<file path="src/rtl/core/dvr_ram.sv">
// Generic single-write, single-read RAM with a registered read port.
// Depends on nothing.
module dvr_ram #(
  parameter int WIDTH = 16,
  parameter int DEPTH = 256
) (
  input  logic                     clk,
  input  logic                     we,
  input  logic [$clog2(DEPTH)-1:0] waddr,
  input  logic [WIDTH-1:0]         wdata,
  input  logic [$clog2(DEPTH)-1:0] raddr,
  output logic [WIDTH-1:0]         rdata
);

  logic [WIDTH-1:0] mem [DEPTH];

  always_ff @(posedge clk) begin
    if (we) begin
      mem[waddr] <= wdata;
    end
    rdata <= mem[raddr];
  end

endmodule

</file>
<file path="config.mk">
export PLATFORM = sky130hd
export DESIGN_NAME = dvr_ram
export DESIGN_NICKNAME = d
export VERILOG_FILES = /design/src/rtl/core/dvr_ram.sv
export SDC_FILE = /design/constraint.sdc
export NUM_CORES = 2
export LEC_CHECK = 0
export BUFFER_PORTS_ARGS = -buffer_cell sky130_fd_sc_hd__buf_4
export CAP_MARGIN = 25
export CELL_PAD_IN_SITES_DETAIL_PLACEMENT = 1
export CELL_PAD_IN_SITES_GLOBAL_PLACEMENT = 1
export CORE_MARGIN = 2
export CORE_UTILIZATION = 32
export DETAILED_ROUTE_END_ITERATION = 16
export GPL_TIMING_DRIVEN = 1
export PLACE_DENSITY = 0.56
export SLEW_MARGIN = 20
export SYNTH_ARGS = -nofsm -noshare
export SYNTH_HDL_FRONTEND = slang
export SYNTH_SLANG_ARGS = --single-unit
</file>
<file path="constraint.sdc">
create_clock -name clk -period 3.4 [get_ports clk]
set_clock_uncertainty 0.1 [all_clocks]
set_input_delay 0.51 -clock clk [delete_from_list [all_inputs] [get_ports clk]]
set_output_delay 0.51 -clock clk [all_outputs]
set_load 0.02 [all_outputs]
</file>
==> impl_metrics.json <==
{
  "viasPerCell": 5.30,
  "dpl_worst_slack_ps": -1320,
  "postRouteAntennaNets": 0,
  "synth_most_common_cell": "edfxtp_1",
  "drv_slew": 0,
  "cts_tree": "done",
  "leakagePower_nw": 60.3,
  "met1_usage_pct": 25.9,
  "yosysTopAreaCell": "edfxtp_1",
  "grt_max_degree": 109,
  "grt_setup_unrepaired": "no",
  "grtUsageTotal_pct": 18.7,
  "clk_latency_ps": 1030,
  "via_count": 81100,
  "busiest_layer": "met2",
  "crit_path_end_kind": "flip-flop",
  "synthTopCellsByArea": "edfxtp_1 (77%), mux4_2 (11%), mux2i_1 (3.6%)",
  "yosysTopAreaCellShare_pct": 77.5,
  "syn_nets": 7394,
  "synth-edff-count": 4096,
  "wl_mm": 476,
  "io_pins": 50,
  "startpoint_type": "input pin",
  "outcome": "finished, final reports clean",
  "fp-row-count": 258,
  "hold_path_class": "in -> reg",
  "clkSinkCount": 4112,
  "htree_levels": 5,
  "ir_drop_mv": 0.419,
  "grt_overflow": 0,
  "met2_usage_pct": 30.5,
  "worstPathArrival_ps": 3870,
  "drtIter0Drc": 8808,
  "die_y_um": 708,
  "cts.clk_slew.worst_paths_ps": 60,
  "grt_pass1_vias": 84900,
  "routedWlPerCell_um": 31.2,
  "crit_type": "in -> reg",
  "syn_avg_cell_area_um2": 21.6,
  "tritoncts.num_buffers": 433,
  "final_nets": 8440,
  "root_buffer": "clkbuf_16",
  "worst_slew_pin_slew_ps": 1140,
  "drive_gt1_share_pct": 30.6,
  "hpwl_mm": 301,
  "crit_required_ps": 4130,
  "ys_seq_area_share_pct": 77.7,
  "core_area_um2": 494000,
  "synthArstFlopShare_pct": 0,
  "fmax_mhz": 319,
  "grt_util_met3_pct": 2.92,
  "die_area_um2": 502000,
  "port_buffers": 49,
  "worst_slack_ps": 262,
  "dp_cells": 14500,
  "worstHoldStart": "wdata[6]",
  "synth_seq_cells": 4112,
  "grt_pass1_wl_mm": 670,
  "fin_cells": 15300,
  "grt_antenna_before_repair": 33,
  "power_mw": 109,
  "synth_top_cells_by_count": "edfxtp_1 (4096), mux4_2 (797), mux2i_1 (565)",
  "synth_warnings": 0,
  "fin_tns_setup_ps": 0,
  "fin_crit_sh_pct": 92.3,
  "area_delta_synth_final_pct": 18.8,
  "cts_max_path_buffers": 4,
  "r2r_start": "mem[51][10]$_DFFE_PP_",
  "synthFlopType": "edfxtp_1",
  "initial_utilization_pct": 32.1,
  "fin_crit_ps": 3140,
  "cp-startpoint": "raddr[1]",
  "drc": 0,
  "cap_violations": 0,
  "setup_violations": 0,
  "syn-cell-area_um2": 159000,
  "hold_slack_ps": 44.3,
  "die_x_um": 708,
  "first_pass_iters": 5,
  "synth.distinct_cells": 52,
  "relSlewSlack_pct": 23.7,
  "powerDensity_nw_per_um2": 578,
  "cp_max_fo": 34,
  "hold_violations": 0,
  "postCtsSetupRepairBufs": 0,
  "netlist_instances": 7360,
  "gp_congestion": 0.835
}
-- layout by cell type (no fill, tap or decap), types with 43 or more instances in the layout --
master     instances
a22oi_1           43
buf_12           140
o22ai_1          148
mux2_2            88
edfxtp_1        4096
clkinv_2          69
buf_4            885
clkinv_1         102
mux4_2           797
nor3_1            88
clkbuf_1         104
mux2i_1          565
o221ai_1         252
clkbuf_16        438
a21oi_1          175
nor2_2           116
nor2_1           187
-- path summary, 6_finish.rpt --
path                          endpoint  depth (start not counted)  slack [ps]
setup / recovery     rdata[10]$_DFF_P_                         11         260
hold / removal    mem[82][6]$_DFFE_PP_                          1          40
setup reg to reg     rdata[10]$_DFF_P_                          6         330
hold reg to reg       rdata[2]$_DFF_P_                          5        1060
-- layout make-up --
class	count	area, um2
well taps	6500	8130
multi-input cells	2792	33200
fillers	47500	305000
diodes	15	37.5
clock buffers	552	11500
repair buffers	1063	9930
clock inverters	247	2450
flip-flops and latches	4112	123000
inverters	4	27.5
-- routing by layer --
| layer | vias to the layer above | routed length [um] |
|---|---|---|
| met2 | 2534 | 229000 |
| li1 | 33400 | - |
| met3 | 608 | 28100 |
| met1 | 44500 | 205000 |
| met4 | 14 | 14200 |
| met5 | - | 95 |
-- critical path, stage by stage --
cell	delay (ps)
buf_8	150
or2_4	390
buf_4	200
buf_12	170
buf_4	200
o221ai_1	380
a21oi_1	150
nor3_2	440
o32ai_2	310
buf_4	240
nor4_4	600
-- power by group --
part / switching [mW] / total (mW) / internal, mW / leakage [nW]
combinational: 3.80 / 6.11 / 2.30 / 16.6
sequential: 0.151 / 56.0 / 55.9 / 36.9
clock: 20.0 / 46.7 / 26.7 / 6.77
total: 24.0 / 109 / 84.9 / 60.3
-- cells by family after synthesis --
| family | count (synthesis) | synth area share (%) |
|---|---|---|
| AO/OA/AOI/OAI | 786 | 3.54 |
| buffers and inverters | 456 | 1.69 |
| flip-flops | 4112 | 77.7 |
| multiplexers | 1450 | 15.5 |
| AND/OR/NAND/NOR | 556 | 1.57 |
-- state kept, by name, summed over array words and instances, names as in the netlist --
signal	cells
mem	4096
rdata	16
-- per-stage QoR --
stage / cell area, um2 / util [%]
3_5_place_dp: 174000 / 35.3
2_1_floorplan: 159000 / -
3_3_place_gp: 174000 / 35.3
6_report: 189000 / 38.2
4_1_cts: 188000 / 38.2
5_1_grt: 189000 / 38.2
-- timing repair --
| action | CTS | global route |
|---|---|---|
| setup endpoints to repair | 1 | 1 |
| resized for setup | 1 | 1 |
| hold buffers | 15 | 0 |
| hold endpoints to repair | 645 | 0 |
Power figures use the tool's default switching activity.
